$ cat src/hw/rtl/bgr_to_hsl_pixel_macros.svh
// Assertion helpers shared by the bgr_to_hsl_pixel RTL.
// BHSL_ASSERT_NOW: consequent must hold in the same cycle as the antecedent.
// BHSL_ASSERT_NEXT: consequent must hold one cycle after the antecedent.
`ifndef BGR_TO_HSL_PIXEL_MACROS_SVH
`define BGR_TO_HSL_PIXEL_MACROS_SVH

`ifndef SYNTHESIS

`define BHSL_ASSERT_NOW(label, clk, rstn, ante, cons) \
    label: assert property (@(posedge clk) disable iff (!(rstn)) (ante) |-> (cons)) \
        else $error("assertion failed");

`define BHSL_ASSERT_NEXT(label, clk, rstn, ante, cons) \
    label: assert property (@(posedge clk) disable iff (!(rstn)) (ante) |=> (cons)) \
        else $error("assertion failed");

`else

`define BHSL_ASSERT_NOW(label, clk, rstn, ante, cons)

`define BHSL_ASSERT_NEXT(label, clk, rstn, ante, cons)

`endif

`endif

$ cat src/hw/rtl/bhsl_pkg.sv
package bhsl_pkg;

    // Which channel is the largest one
    typedef enum logic [1:0] {
        HUE_RED   = 2'd0,
        HUE_GREEN = 2'd1,
        HUE_BLUE  = 2'd2
    } hue_sel_t;

    localparam logic [7:0] HUE_OFF_RED   = 8'd0;
    localparam logic [7:0] HUE_OFF_GREEN = 8'd85;
    localparam logic [7:0] HUE_OFF_BLUE  = 8'd170;
    localparam logic [7:0] HUE_GREY      = 8'd170;
    localparam logic [7:0] SAT_GREY      = 8'd0;
    localparam logic [7:0] BYTE_MAX      = 8'd255;

    localparam logic [8:0] SUM_FLIP      = 9'd510;
    localparam logic [7:0] LIGHT_HALF    = 8'd127;
    localparam logic signed [14:0] HUE_SCALE = 15'sd42;

    // Reciprocal table: floor(RECIP_ONE / n), RECIP_SAT for n below 2
    localparam int unsigned RECIP_ONE   = 65536;
    localparam int unsigned RECIP_SAT   = 65535;
    localparam int unsigned RECIP_DEPTH = 256;

    // Stage 1: sorted channels
    typedef struct packed {
        logic [7:0]        mx;
        logic [7:0]        mn;
        logic signed [8:0] delta;
        hue_sel_t          sel;
    } sort_t;

    // Stage 2: lightness, folded sum, spread
    typedef struct packed {
        logic [7:0]        light;
        logic [7:0]        sum;
        logic [7:0]        diff;
        logic signed [8:0] delta;
        hue_sel_t          sel;
        logic              grey;
    } prep_t;

    // Stage 3: numerators and reciprocals
    typedef struct packed {
        logic [7:0]         light;
        logic               grey;
        hue_sel_t           sel;
        logic [15:0]        sat_num;
        logic signed [14:0] hue_num;
        logic [15:0]        sat_rcp;
        logic [15:0]        hue_rcp;
    } term_t;

    // Stage 4: products
    typedef struct packed {
        logic [7:0]         light;
        logic               grey;
        hue_sel_t           sel;
        logic [31:0]        sat_prod;
        logic signed [31:0] hue_prod;
    } prod_t;

    function automatic logic [7:0] hue_offset(hue_sel_t sel);
        logic [7:0] off;
        unique case (sel)
            HUE_RED:   off = HUE_OFF_RED;
            HUE_GREEN: off = HUE_OFF_GREEN;
            HUE_BLUE:  off = HUE_OFF_BLUE;
            default:   off = HUE_OFF_RED;
        endcase
        return off;
    endfunction

endpackage

$ cat src/hw/rtl/bhsl_sort.sv
`include "bgr_to_hsl_pixel_macros.svh"

module bhsl_sort (
    input  logic            aclk,
    input  logic            aresetn,
    input  logic            in_valid,
    output logic            in_ready,
    input  logic [7:0]      blue,
    input  logic [7:0]      green,
    input  logic [7:0]      red,
    output logic            out_valid,
    input  logic            out_ready,
    output bhsl_pkg::sort_t out_data
);

    logic            valid_reg;
    bhsl_pkg::sort_t data_reg;
    bhsl_pkg::sort_t data_next;
    logic            en;

    assign en       = !valid_reg || out_ready;
    assign in_ready = en;

    // Pick largest, smallest and the hue numerator difference
    always_comb begin
        if (red > green) begin
            if (blue > red) begin
                data_next.mx    = blue;
                data_next.mn    = green;
                data_next.delta = $signed({1'b0, green}) - $signed({1'b0, red});
                data_next.sel   = bhsl_pkg::HUE_BLUE;
            end else begin
                data_next.mx    = red;
                data_next.mn    = (blue < green) ? blue : green;
                data_next.delta = $signed({1'b0, blue}) - $signed({1'b0, green});
                data_next.sel   = bhsl_pkg::HUE_RED;
            end
        end else begin
            if (blue > green) begin
                data_next.mx    = blue;
                data_next.mn    = red;
                data_next.delta = $signed({1'b0, green}) - $signed({1'b0, red});
                data_next.sel   = bhsl_pkg::HUE_BLUE;
            end else begin
                data_next.mx    = green;
                data_next.mn    = (blue < red) ? blue : red;
                data_next.delta = $signed({1'b0, red}) - $signed({1'b0, blue});
                data_next.sel   = bhsl_pkg::HUE_GREEN;
            end
        end
    end

    always_ff @(posedge aclk) begin
        if (!aresetn) begin
            valid_reg <= 1'b0;
        end else if (en) begin
            valid_reg <= in_valid;
        end
    end

    always_ff @(posedge aclk) begin
        if (en) begin
            data_reg <= data_next;
        end
    end

    assign out_valid = valid_reg;
    assign out_data  = data_reg;

    `BHSL_ASSERT_NOW(a_sort_order, aclk, aresetn, valid_reg, data_reg.mx >= data_reg.mn)

endmodule

$ cat src/hw/rtl/bhsl_recip.sv
`include "bgr_to_hsl_pixel_macros.svh"

module bhsl_recip (
    input  logic            aclk,
    input  logic            aresetn,
    input  logic            in_valid,
    output logic            in_ready,
    input  bhsl_pkg::sort_t in_data,
    output logic            out_valid,
    input  logic            out_ready,
    output bhsl_pkg::term_t out_data
);

    // Reciprocal ROM, built at elaboration
    logic [15:0] recip_rom [bhsl_pkg::RECIP_DEPTH];

    for (genvar i = 0; i < bhsl_pkg::RECIP_DEPTH; i++) begin : g_rom
        localparam int unsigned RcpVal = (i < 2) ? bhsl_pkg::RECIP_SAT
                                                 : (bhsl_pkg::RECIP_ONE / i);
        assign recip_rom[i] = RcpVal[15:0];
    end

    logic            prep_valid_reg;
    bhsl_pkg::prep_t prep_reg;
    bhsl_pkg::prep_t prep_next;
    logic            term_valid_reg;
    bhsl_pkg::term_t term_reg;
    bhsl_pkg::term_t term_next;
    logic            prep_en;
    logic            term_en;

    logic [8:0]         mm_sum;
    logic [8:0]         mm_sum_rnd;
    logic [8:0]         sum_flip;
    logic signed [14:0] delta_ext;

    assign term_en  = !term_valid_reg || out_ready;
    assign prep_en  = !prep_valid_reg || term_en;
    assign in_ready = prep_en;

    // Stage A: lightness, folded sum, spread
    always_comb begin
        mm_sum              = {1'b0, in_data.mx} + {1'b0, in_data.mn};
        mm_sum_rnd          = mm_sum + 9'd1;
        sum_flip            = bhsl_pkg::SUM_FLIP - mm_sum;
        prep_next.light     = mm_sum_rnd[8:1];
        prep_next.sum       = (prep_next.light > bhsl_pkg::LIGHT_HALF) ? sum_flip[7:0]
                                                                        : mm_sum[7:0];
        prep_next.diff      = in_data.mx - in_data.mn;
        prep_next.delta     = in_data.delta;
        prep_next.sel       = in_data.sel;
        prep_next.grey      = (in_data.mx == in_data.mn);
    end

    // Stage B: rounded numerators and table lookups
    always_comb begin
        delta_ext          = {{6{prep_reg.delta[8]}}, prep_reg.delta};
        term_next.light    = prep_reg.light;
        term_next.grey     = prep_reg.grey;
        term_next.sel      = prep_reg.sel;
        term_next.sat_num  = {prep_reg.diff, 8'h00} - {8'h00, prep_reg.diff}
                           + {9'h000, prep_reg.sum[7:1]};
        term_next.hue_num  = delta_ext * bhsl_pkg::HUE_SCALE
                           + $signed({8'h00, prep_reg.diff[7:1]});
        term_next.sat_rcp  = recip_rom[prep_reg.sum];
        term_next.hue_rcp  = recip_rom[prep_reg.diff];
    end

    always_ff @(posedge aclk) begin
        if (!aresetn) begin
            prep_valid_reg <= 1'b0;
            term_valid_reg <= 1'b0;
        end else begin
            if (prep_en) begin
                prep_valid_reg <= in_valid;
            end
            if (term_en) begin
                term_valid_reg <= prep_valid_reg;
            end
        end
    end

    always_ff @(posedge aclk) begin
        if (prep_en) begin
            prep_reg <= prep_next;
        end
        if (term_en) begin
            term_reg <= term_next;
        end
    end

    assign out_valid = term_valid_reg;
    assign out_data  = term_reg;

    `BHSL_ASSERT_NOW(a_fold_nonzero, aclk, aresetn, prep_valid_reg && !prep_reg.grey, prep_reg.sum != 8'd0 && prep_reg.diff != 8'd0)
    `BHSL_ASSERT_NOW(a_sat_num_floor, aclk, aresetn, term_valid_reg && !term_reg.grey, term_reg.sat_num >= 16'd255)

endmodule

$ cat src/hw/rtl/bhsl_mult.sv
module bhsl_mult (
    input  logic            aclk,
    input  logic            aresetn,
    input  logic            in_valid,
    output logic            in_ready,
    input  bhsl_pkg::term_t in_data,
    output logic            out_valid,
    input  logic            out_ready,
    output bhsl_pkg::prod_t out_data
);

    logic            valid_reg;
    bhsl_pkg::prod_t data_reg;
    bhsl_pkg::prod_t data_next;
    logic            en;

    assign en       = !valid_reg || out_ready;
    assign in_ready = en;

    // Two 16x16-class multipliers, one for saturation and one for hue
    always_comb begin
        data_next.light    = in_data.light;
        data_next.grey     = in_data.grey;
        data_next.sel      = in_data.sel;
        data_next.sat_prod = {16'h0000, in_data.sat_num} * {16'h0000, in_data.sat_rcp};
        data_next.hue_prod = {{17{in_data.hue_num[14]}}, in_data.hue_num}
                           * $signed({16'h0000, in_data.hue_rcp});
    end

    always_ff @(posedge aclk) begin
        if (!aresetn) begin
            valid_reg <= 1'b0;
        end else if (en) begin
            valid_reg <= in_valid;
        end
    end

    always_ff @(posedge aclk) begin
        if (en) begin
            data_reg <= data_next;
        end
    end

    assign out_valid = valid_reg;
    assign out_data  = data_reg;

endmodule

$ cat src/hw/rtl/bhsl_pack.sv
module bhsl_pack (
    input  logic            aclk,
    input  logic            aresetn,
    input  logic            in_valid,
    output logic            in_ready,
    input  bhsl_pkg::prod_t in_data,
    output logic            out_valid,
    input  logic            out_ready,
    output logic [7:0]      hue,
    output logic [7:0]      saturation,
    output logic [7:0]      lightness
);

    logic       valid_reg;
    logic [7:0] hue_reg;
    logic [7:0] hue_next;
    logic [7:0] sat_reg;
    logic [7:0] sat_next;
    logic [7:0] light_reg;
    logic       en;

    logic [15:0]        sat_sh;
    logic signed [15:0] hue_off;
    logic signed [16:0] hue_val;

    assign en       = !valid_reg || out_ready;
    assign in_ready = en;

    // Scale down, apply offset, clamp to a byte; grey pixels get fixed hue and saturation
    always_comb begin
        sat_sh   = in_data.sat_prod[31:16];
        hue_off  = in_data.hue_prod[31:16];
        hue_val  = $signed({9'h000, bhsl_pkg::hue_offset(in_data.sel)})
                 - {hue_off[15], hue_off};
        if (in_data.grey) begin
            hue_next = bhsl_pkg::HUE_GREY;
            sat_next = bhsl_pkg::SAT_GREY;
        end else begin
            if (hue_val[16]) begin
                hue_next = 8'd0;
            end else if (|hue_val[15:8]) begin
                hue_next = bhsl_pkg::BYTE_MAX;
            end else begin
                hue_next = hue_val[7:0];
            end
            sat_next = (|sat_sh[15:8]) ? bhsl_pkg::BYTE_MAX : sat_sh[7:0];
        end
    end

    always_ff @(posedge aclk) begin
        if (!aresetn) begin
            valid_reg <= 1'b0;
        end else if (en) begin
            valid_reg <= in_valid;
        end
    end

    always_ff @(posedge aclk) begin
        if (en) begin
            hue_reg   <= hue_next;
            sat_reg   <= sat_next;
            light_reg <= in_data.light;
        end
    end

    assign out_valid  = valid_reg;
    assign hue        = hue_reg;
    assign saturation = sat_reg;
    assign lightness  = light_reg;

endmodule

$ cat src/hw/rtl/bgr_to_hsl_pixel.sv
// BGR to HSL pixel converter: takes one 8-bit blue/green/red pixel per transfer and returns
// 8-bit hue, saturation and lightness. It accepts a pixel every clock unless back-pressure fills
// the pipeline, and each passes five registered stages (sort, fold, reciprocal lookup, multiply,
// clamp). Each stage holds its data while stalled, and m_ready reaches s_ready combinationally
// through the five stages, so an output stall with every stage full stops the input in the same
// cycle without loss. Grey pixels give hue 170 and saturation 0; hue clamps to 0..255, no wrap.
`include "bgr_to_hsl_pixel_macros.svh"

module bgr_to_hsl_pixel (
    input  logic       aclk,
    input  logic       aresetn,
    input  logic       s_valid,
    output logic       s_ready,
    input  logic [7:0] s_blue,
    input  logic [7:0] s_green,
    input  logic [7:0] s_red,
    output logic       m_valid,
    input  logic       m_ready,
    output logic [7:0] m_hue,
    output logic [7:0] m_saturation,
    output logic [7:0] m_lightness
);

    logic            sort_valid;
    logic            sort_ready;
    bhsl_pkg::sort_t sort_data;
    logic            term_valid;
    logic            term_ready;
    bhsl_pkg::term_t term_data;
    logic            prod_valid;
    logic            prod_ready;
    bhsl_pkg::prod_t prod_data;

    // Stage 1: channel sort
    bhsl_sort u_sort (
        .aclk      (aclk),
        .aresetn   (aresetn),
        .in_valid  (s_valid),
        .in_ready  (s_ready),
        .blue      (s_blue),
        .green     (s_green),
        .red       (s_red),
        .out_valid (sort_valid),
        .out_ready (sort_ready),
        .out_data  (sort_data)
    );

    // Stages 2-3: fold and reciprocal lookup
    bhsl_recip u_recip (
        .aclk      (aclk),
        .aresetn   (aresetn),
        .in_valid  (sort_valid),
        .in_ready  (sort_ready),
        .in_data   (sort_data),
        .out_valid (term_valid),
        .out_ready (term_ready),
        .out_data  (term_data)
    );

    // Stage 4: multiply
    bhsl_mult u_mult (
        .aclk      (aclk),
        .aresetn   (aresetn),
        .in_valid  (term_valid),
        .in_ready  (term_ready),
        .in_data   (term_data),
        .out_valid (prod_valid),
        .out_ready (prod_ready),
        .out_data  (prod_data)
    );

    // Stage 5: clamp and output register
    bhsl_pack u_pack (
        .aclk       (aclk),
        .aresetn    (aresetn),
        .in_valid   (prod_valid),
        .in_ready   (prod_ready),
        .in_data    (prod_data),
        .out_valid  (m_valid),
        .out_ready  (m_ready),
        .hue        (m_hue),
        .saturation (m_saturation),
        .lightness  (m_lightness)
    );

    `BHSL_ASSERT_NOW(a_ready_chain, aclk, aresetn, m_ready, s_ready)

endmodule

$ cat config.mk
export PLATFORM = sky130hd
export DESIGN_NAME = bgr_to_hsl_pixel
export DESIGN_NICKNAME = d
export VERILOG_FILES = /design/src/hw/rtl/bhsl_pkg.sv /design/src/hw/rtl/bhsl_sort.sv /design/src/hw/rtl/bhsl_recip.sv /design/src/hw/rtl/bhsl_mult.sv /design/src/hw/rtl/bhsl_pack.sv /design/src/hw/rtl/bgr_to_hsl_pixel.sv
export VERILOG_INCLUDE_DIRS = /design/src /design/src/hw/rtl
export SDC_FILE = /design/constraint.sdc
export NUM_CORES = 2
export LEC_CHECK = 0
export BUFFER_PORTS_ARGS = -buffer_cell sky130_fd_sc_hd__buf_2
export CAP_MARGIN = 30
export CORE_AREA = 10 10 279 281
export CTS_BUF_LIST = sky130_fd_sc_hd__clkbuf_8 sky130_fd_sc_hd__clkbuf_16
export DETAILED_ROUTE_END_ITERATION = 8
export DIE_AREA = 0 0 289 291
export HOLD_SLACK_MARGIN = 0.12
export PLACE_DENSITY = 0.6
export SLEW_MARGIN = 20
export SYNTH_ARGS = -nofsm -noshare
export SYNTH_HDL_FRONTEND = slang
export SYNTH_SLANG_ARGS = --single-unit
$ cat constraint.sdc
create_clock -name aclk -period 11.25 [get_ports aclk]
set_input_delay 0.5625 -clock aclk [delete_from_list [all_inputs] [get_ports aclk]]
set_output_delay 0.5625 -clock aclk [all_outputs]
set_load 0.01 [all_outputs]
* Yosys cells after proc, flatten, opt, wreduce, memory -nomap -nowiden
Memory sizes are Yosys's and may differ from the RTL's. A register that Yosys moved wholly into a read port is not among the register bits.
Cells that the tools add are included.
** Storage, ports and cells
- Bits in registers :: 209
- Memory bits (read-only) :: 8192
- Output and inout bits :: 26
- Logic and storage cells :: 79
- Memories :: 2
** Memories
- (no name shown) :: words 256, bits a word 16, read ports 1, clocked after Yosys merged registers in 1, wr ports 0, line bhsl_recip.sv:65 : term_next.sat_rcp = recip_rom[prep_reg.sum];
- (no name shown) :: words 256, bits a word 16, read ports 1, clocked after Yosys merged registers in 1, wr ports 0, line bhsl_recip.sv:66 : term_next.hue_rcp = recip_rom[prep_reg.diff];
** Cells by class
- $add $sub $neg :: 11
- Multiply operators :: 3
- Order comparisons :: 6
- Equality and inequality tests :: 3
- Mux-type cells :: 10
- Bitwise operators :: 2
- Reduce and logical (&&, ||, !) cells :: 13
** Operator list (count)
- two-way mux 27 bit :: 3
- two-way mux 8 bit :: 6
- multiplier 15 x 17 -> 32 bit :: 1
- multiplier 16 x 16 -> 32 bit :: 1
- subtractor 8 x 8 -> 9 bit :: 3
- greater-than comparator 8 bit :: 3
- inverter 8 -> 9 bit :: 2
- subtractor 9 x 16 -> 17 bit :: 1
- adder 16 x 7 -> 16 bit :: 1
- less-than comparator 8 bit :: 2
- case mux 8 bit (2 select lines) :: 1
- OR reduction 8 bit :: 2
- subtractor 16 x 8 -> 16 bit :: 1
- adder 15 x 8 -> 15 bit :: 1
- multiplier 9 x 6 -> 14 bit (second input constant) :: 1
- adder 8 x 8 -> 9 bit :: 1
- adder 9 x 1 -> 9 bit (second input constant) :: 1
- == test 8 bit :: 1
- greater-than comparator 8 x 7 -> 1 bit (second input constant) :: 1
- subtractor 8 bit :: 1
- subtractor 8 bit (first input constant) :: 1
- logical NOT 1 bit :: 5
- logical OR 1 bit :: 5
- == test 2 x 1 -> 1 bit (second input constant) :: 1
- other kinds (2) :: 2

* Depth between registers and ports, before layout
- Depth after elaboration :: 6
- Gate-level depth with buffers :: 23
- Mapped depth without buffers :: 22

* Modules after synthesis
A second synthesis with hierarchy kept.
** Unflattened totals
- Cell total of the unflattened synthesis :: 3816
- Area, all modules :: 34385.5 um2
** Modules (own cells, without submodules)
- bhsl_mult :: times used 1, cells an instance 2008, area each 18946.9 um2
- bhsl_recip :: times used 1, cells an instance 1383, area each 11364.6 um2
- bhsl_sort :: times used 1, cells an instance 260, area each 2448.6 um2
- bhsl_pack :: times used 1, cells an instance 165, area each 1625.3 um2

* Worst setup path after synthesis
OpenSTA, ideal clock, no wires.
- Kind :: reg2reg
- Start :: register u_recip.term_reg, in the netlist u_recip.out_data[59]
- End :: register u_mult.data_reg, in the netlist u_mult.out_data[63] (data pin)
- Library setup time :: 260 ps
- Arrival time :: 5707 ps
- Setup slack :: 5283 ps
- Stages on the path, launching flop included :: 22
- Cell sequence :: edfxtp_1 -> clkbuf_1 -> and2_1 -> fa_1 -> inv_1 -> fa_1 -> inv_1 -> fa_1 -> fa_1 -> fa_1 -> inv_1 -> fa_1 -> inv_1 -> ha_1 -> and4_1 -> and2_1 -> a221o_1 -> a22o_1 -> o21a_1 -> o31a_1 -> nor2_1 -> xnor2_1
** RTL lines
- from (decl) :: line bhsl_recip.sv:27 : bhsl_pkg::term_t term_reg;
- from (signal assigned) :: line bhsl_recip.sv:88 : term_reg <= term_next;
- to (signal assigned) :: line bhsl_mult.sv:40 : data_reg <= data_next;
- to (decl) :: line bhsl_mult.sv:13 : bhsl_pkg::prod_t data_reg;

==> flow_results.xml <==
<?xml version="1.0" encoding="UTF-8"?>
<metrics>
  <group name="synthesis">
    <metric name="dominantRegCellSynth" unit="">edfxtp_1</metric>
    <metric name="synth_largest_area_cell" unit="">fa_1</metric>
    <metric name="post_synth.cell_area_avg" unit="um^2">8.87</metric>
    <metric name="async_flop_share" unit="">0</metric>
    <metric name="synth.yosys.seq_area_share" unit="">0.192</metric>
    <metric name="postSynthCellCount" unit="">3629</metric>
    <metric name="ys_top_cells_by_count" unit="">inv_1 (556), nand2_1 (430), fa_1 (388)</metric>
    <metric name="synthMostInstantiatedCell" unit="">inv_1</metric>
    <metric name="syn_area" unit="um^2">32200</metric>
    <metric name="ys_warn_count" unit="">0</metric>
    <metric name="synthesis_stage_register_bit_count" unit="">208</metric>
    <metric name="synth_cell_types" unit="">95</metric>
    <metric name="synth.top_cells.by_area" unit="">fa_1 (24%), edfxtp_1 (19%), ha_1 (13%), inv_1 (6.5%), nand2_1 (5.0%)</metric>
    <metric name="synth_enable_flop_cells" unit="">203</metric>
    <metric name="synth_top_area_frac" unit="">0.241</metric>
    <metric name="syn_nets" unit="">4371</metric>
  </group>
  <group name="run">
    <metric name="max_cap_violations" unit="">0</metric>
  </group>
  <group name="critical_path">
    <metric name="reg2reg_from" unit="">u_recip.out_data[38]$_DFFE_PP_</metric>
    <metric name="rrSetupSlack" unit="ns">4.73</metric>
    <metric name="crit_path_end_kind" unit="">flop</metric>
    <metric name="cp-start-kind" unit="">flop</metric>
    <metric name="critical_path_peak_fanout" unit="">16</metric>
    <metric name="ff2ff_path_depth" unit="">18</metric>
    <metric name="timing.rr.end" unit="">u_mult.out_data[26]$_DFFE_PP_</metric>
    <metric name="critical_path_required" unit="ns">11.56</metric>
    <metric name="critPathKind" unit="">reg -&gt; reg</metric>
    <metric name="critical_path_arrival" unit="ns">6.82</metric>
  </group>
  <group name="clocking">
    <metric name="post_cts.repair.setup_buffers" unit="">0</metric>
    <metric name="clock_insertion_delay_worst_skew" unit="ns">0.59</metric>
    <metric name="cts_hold_repair.buffers" unit="">0</metric>
    <metric name="cts_max_level" unit="">1</metric>
    <metric name="clock-root-buffer" unit="">clkbuf_16</metric>
    <metric name="clk_pin_slew_worst_setup_hold_paths" unit="ns">0.06</metric>
    <metric name="clock_tree_from_tritoncts" unit="">built</metric>
    <metric name="cts_repair_resize_count" unit="">0</metric>
    <metric name="cts.sink_count" unit="">208</metric>
    <metric name="cts-root-to-sink-buffers" unit="">3</metric>
    <metric name="cts-buffers-inserted" unit="">25</metric>
  </group>
  <group name="sta">
    <metric name="fin_skew" unit="ns">0.0399</metric>
    <metric name="timing.max_slew.rel_slack" unit="">0.343</metric>
    <metric name="setup-tns-final" unit="ns">0</metric>
    <metric name="report.final.setup_viol" unit="">0</metric>
    <metric name="max_clock_freq" unit="MHz">153</metric>
    <metric name="final.period_utilization" unit="">0.579</metric>
    <metric name="final.setup.worst_slack" unit="ns">4.73</metric>
    <metric name="fin_crit" unit="ns">6.52</metric>
    <metric name="grt_setup_unrepaired" unit="">no</metric>
    <metric name="worst-slew-pin-transition" unit="ns">0.986</metric>
    <metric name="final_max_slew_viol_count" unit="">0</metric>
    <metric name="finalHoldWorstSlack" unit="ns">0.219</metric>
    <metric name="final_hold_viol_count" unit="">0</metric>
  </group>
  <group name="route">
    <metric name="route.detailed.drc" unit="">0</metric>
    <metric name="drt_first_pass_iters" unit="">7</metric>
    <metric name="iteration_0_drc_count_of_the_detailed_router" unit="">2315</metric>
    <metric name="drt-vias-per-instance" unit="">5.54</metric>
    <metric name="routed_wl" unit="um">83400</metric>
    <metric name="avgRoutedWirePerCell" unit="um">18.5</metric>
    <metric name="vias" unit="">25000</metric>
    <metric name="drt.antenna.violating_nets" unit="">0</metric>
  </group>
  <group name="grt">
    <metric name="grt_antenna_before_repair" unit="">0</metric>
    <metric name="grt_first_pass_wirelength" unit="um">135000</metric>
    <metric name="gr-usage-all-layers" unit="">0.197</metric>
    <metric name="globalRoute.totalOverflow" unit="">0</metric>
    <metric name="grt_pass1_vias" unit="">24800</metric>
    <metric name="pin_count_of_the_biggest_net_entering_global_routing" unit="">98</metric>
  </group>
  <group name="floorplan">
    <metric name="ios" unit="">54</metric>
    <metric name="die_w" unit="um">289</metric>
    <metric name="fp-row-count" unit="">99</metric>
    <metric name="start_util" unit="">0.445</metric>
    <metric name="die_y" unit="um">291</metric>
    <metric name="dieArea" unit="um^2">84100</metric>
    <metric name="core-area" unit="um^2">72300</metric>
  </group>
  <group name="cells_and_area">
    <metric name="largest_reg_flops" unit="">74</metric>
    <metric name="drive_gt1_frac" unit="">0.0514</metric>
    <metric name="antenna_cells_inserted" unit="">0</metric>
    <metric name="postLayoutCoreUtil" unit="">0.468</metric>
    <metric name="syn2layout_area_growth" unit="%">5.21</metric>
    <metric name="fillCellCount" unit="">7060</metric>
    <metric name="final_net_count" unit="">4283</metric>
  </group>
  <group name="min_path">
    <metric name="worstHoldStart" unit="">s_valid</metric>
    <metric name="whs_endpoint" unit="">u_sort.out_valid$_SDFFE_PN0P_</metric>
    <metric name="timing.hold.worst_path_depth" unit="">3</metric>
    <metric name="hold_path_class" unit="">in -&gt; reg</metric>
  </group>
  <group name="place">
    <metric name="place.detailed.hpwl" unit="um">62500</metric>
    <metric name="post-place-ws" unit="ns">4.68</metric>
    <metric name="io_buffer_count" unit="">53</metric>
    <metric name="place_congestion" unit="">0.941</metric>
  </group>
  <group name="run_status">
    <metric name="run_status" unit="">complete, no violations</metric>
  </group>
</metrics>
[how the worst max path moves through the flow]
stage                                         startpoint                       endpoint  slack, ns  cells past startpoint
after floorplan           u_recip.out_data[59]$_DFFE_PP_  u_mult.out_data[63]$_DFFE_PP_       5.28                     21
after global placement     u_recip.out_data[7]$_DFFE_PP_  u_mult.out_data[30]$_DFFE_PP_       4.77                     22
after detailed placement   u_recip.out_data[7]$_DFFE_PP_  u_mult.out_data[30]$_DFFE_PP_       4.68                     22
after CTS                  u_recip.out_data[7]$_DFFE_PP_  u_mult.out_data[30]$_DFFE_PP_       4.69                     22
after global routing      u_recip.out_data[35]$_DFFE_PP_  u_mult.out_data[30]$_DFFE_PP_       4.43                     22
final                     u_recip.out_data[38]$_DFFE_PP_  u_mult.out_data[26]$_DFFE_PP_       4.73                     18
[routing by layer]
metal / vias to the layer above / wire [um] / GRT usage
li1: 11900 / - / -
met1: 12100 / 38200 / 0.281
met2: 938 / 36800 / 0.306
met3: 153 / 5920 / 0.0297
met4: 0 / 2530 / 0.0555
met5: - / 0 / 0
[cell families after synthesis]
group                      Yosys count  synth area share
AOI/OAI and AO/OA                  699             0.139
xor gates and xnor gates           103            0.0287
adders and majority gates          714             0.368
buffers and inverters              759            0.0900
DFF                                208             0.192
muxes                               35            0.0161
and+or+nand+nor                   1111             0.166
[per-stage QoR]
stage,cell area (um^2),instances
3_3_place_gp,33100,4472
5_1_grt,33900,4518
3_5_place_dp,33100,4472
4_1_cts,33900,4517
2_1_floorplan,32200,3629
6_report,33900,4518
[worst max-delay path, cell delays in order, from the launching register on]
cell      delay (ns)
edfxtp_1        0.84
nand2_1         0.19
fa_1            0.54
fa_1            0.53
inv_1           0.07
fa_1            0.56
fa_1            0.44
fa_1            0.49
inv_1           0.05
fa_1            0.47
inv_1           0.04
ha_1            0.34
a21o_1          0.19
a21oi_1         0.20
o211ai_1        0.15
a221o_1         0.46
a311o_1         0.41
a21oi_1         0.18
xnor2_1         0.07
[final cells by class]
class | instances | area, um^2 | share of cell area
Clock buffer | 25 | 626 | 0.0185
Clock inverter | 20 | 138 | 0.00406
Inverter | 563 | 2110 | 0.0624
Multi-Input combinational cell | 2662 | 23100 | 0.682
Sequential cell | 208 | 6200 | 0.183
Tap cell | 959 | 1200 | 0.0354
Timing Repair Buffer | 81 | 495 | 0.0146
[cells in the final DEF (no fill, tap or decap), types with 9 or more instances in the layout]
master     netlist  final
a21oi_1        192    192
buf_2           33     53
mux4_2          13     13
xor2_1          34     34
a22oi_1         13     13
buf_4            2     27
o21a_1          13     13
a31oi_1         31     31
a211oi_1        43     43
o22ai_1         14     14
nand3_1         44     44
and2_1         221    221
nor2b_1         39     39
a222oi_1         9      9
fa_1           388    388
a21o_1          33     33
nand2_1        430    428
and3_1          10     10
ha_1           326    326
clkbuf_16        0     25
edfxtp_1       203    203
nor2_1         197    197
inv_1          556    555
o31ai_1         11     11
o21ai_0        177    177
clkinv_1         3      9
mux2i_1         19     19
a21boi_0        10     10
nand2b_1        44     44
nor3_1          55     55
nor4_1           9      9
or3_1            9      9
o211ai_1        32     32
a311oi_1        16     16
xnor2_1         66     66
nand4_1         14     14
Power is not shown: default switching activity piles up to over one toggle a cycle in this logic, so the estimate is an artifact.
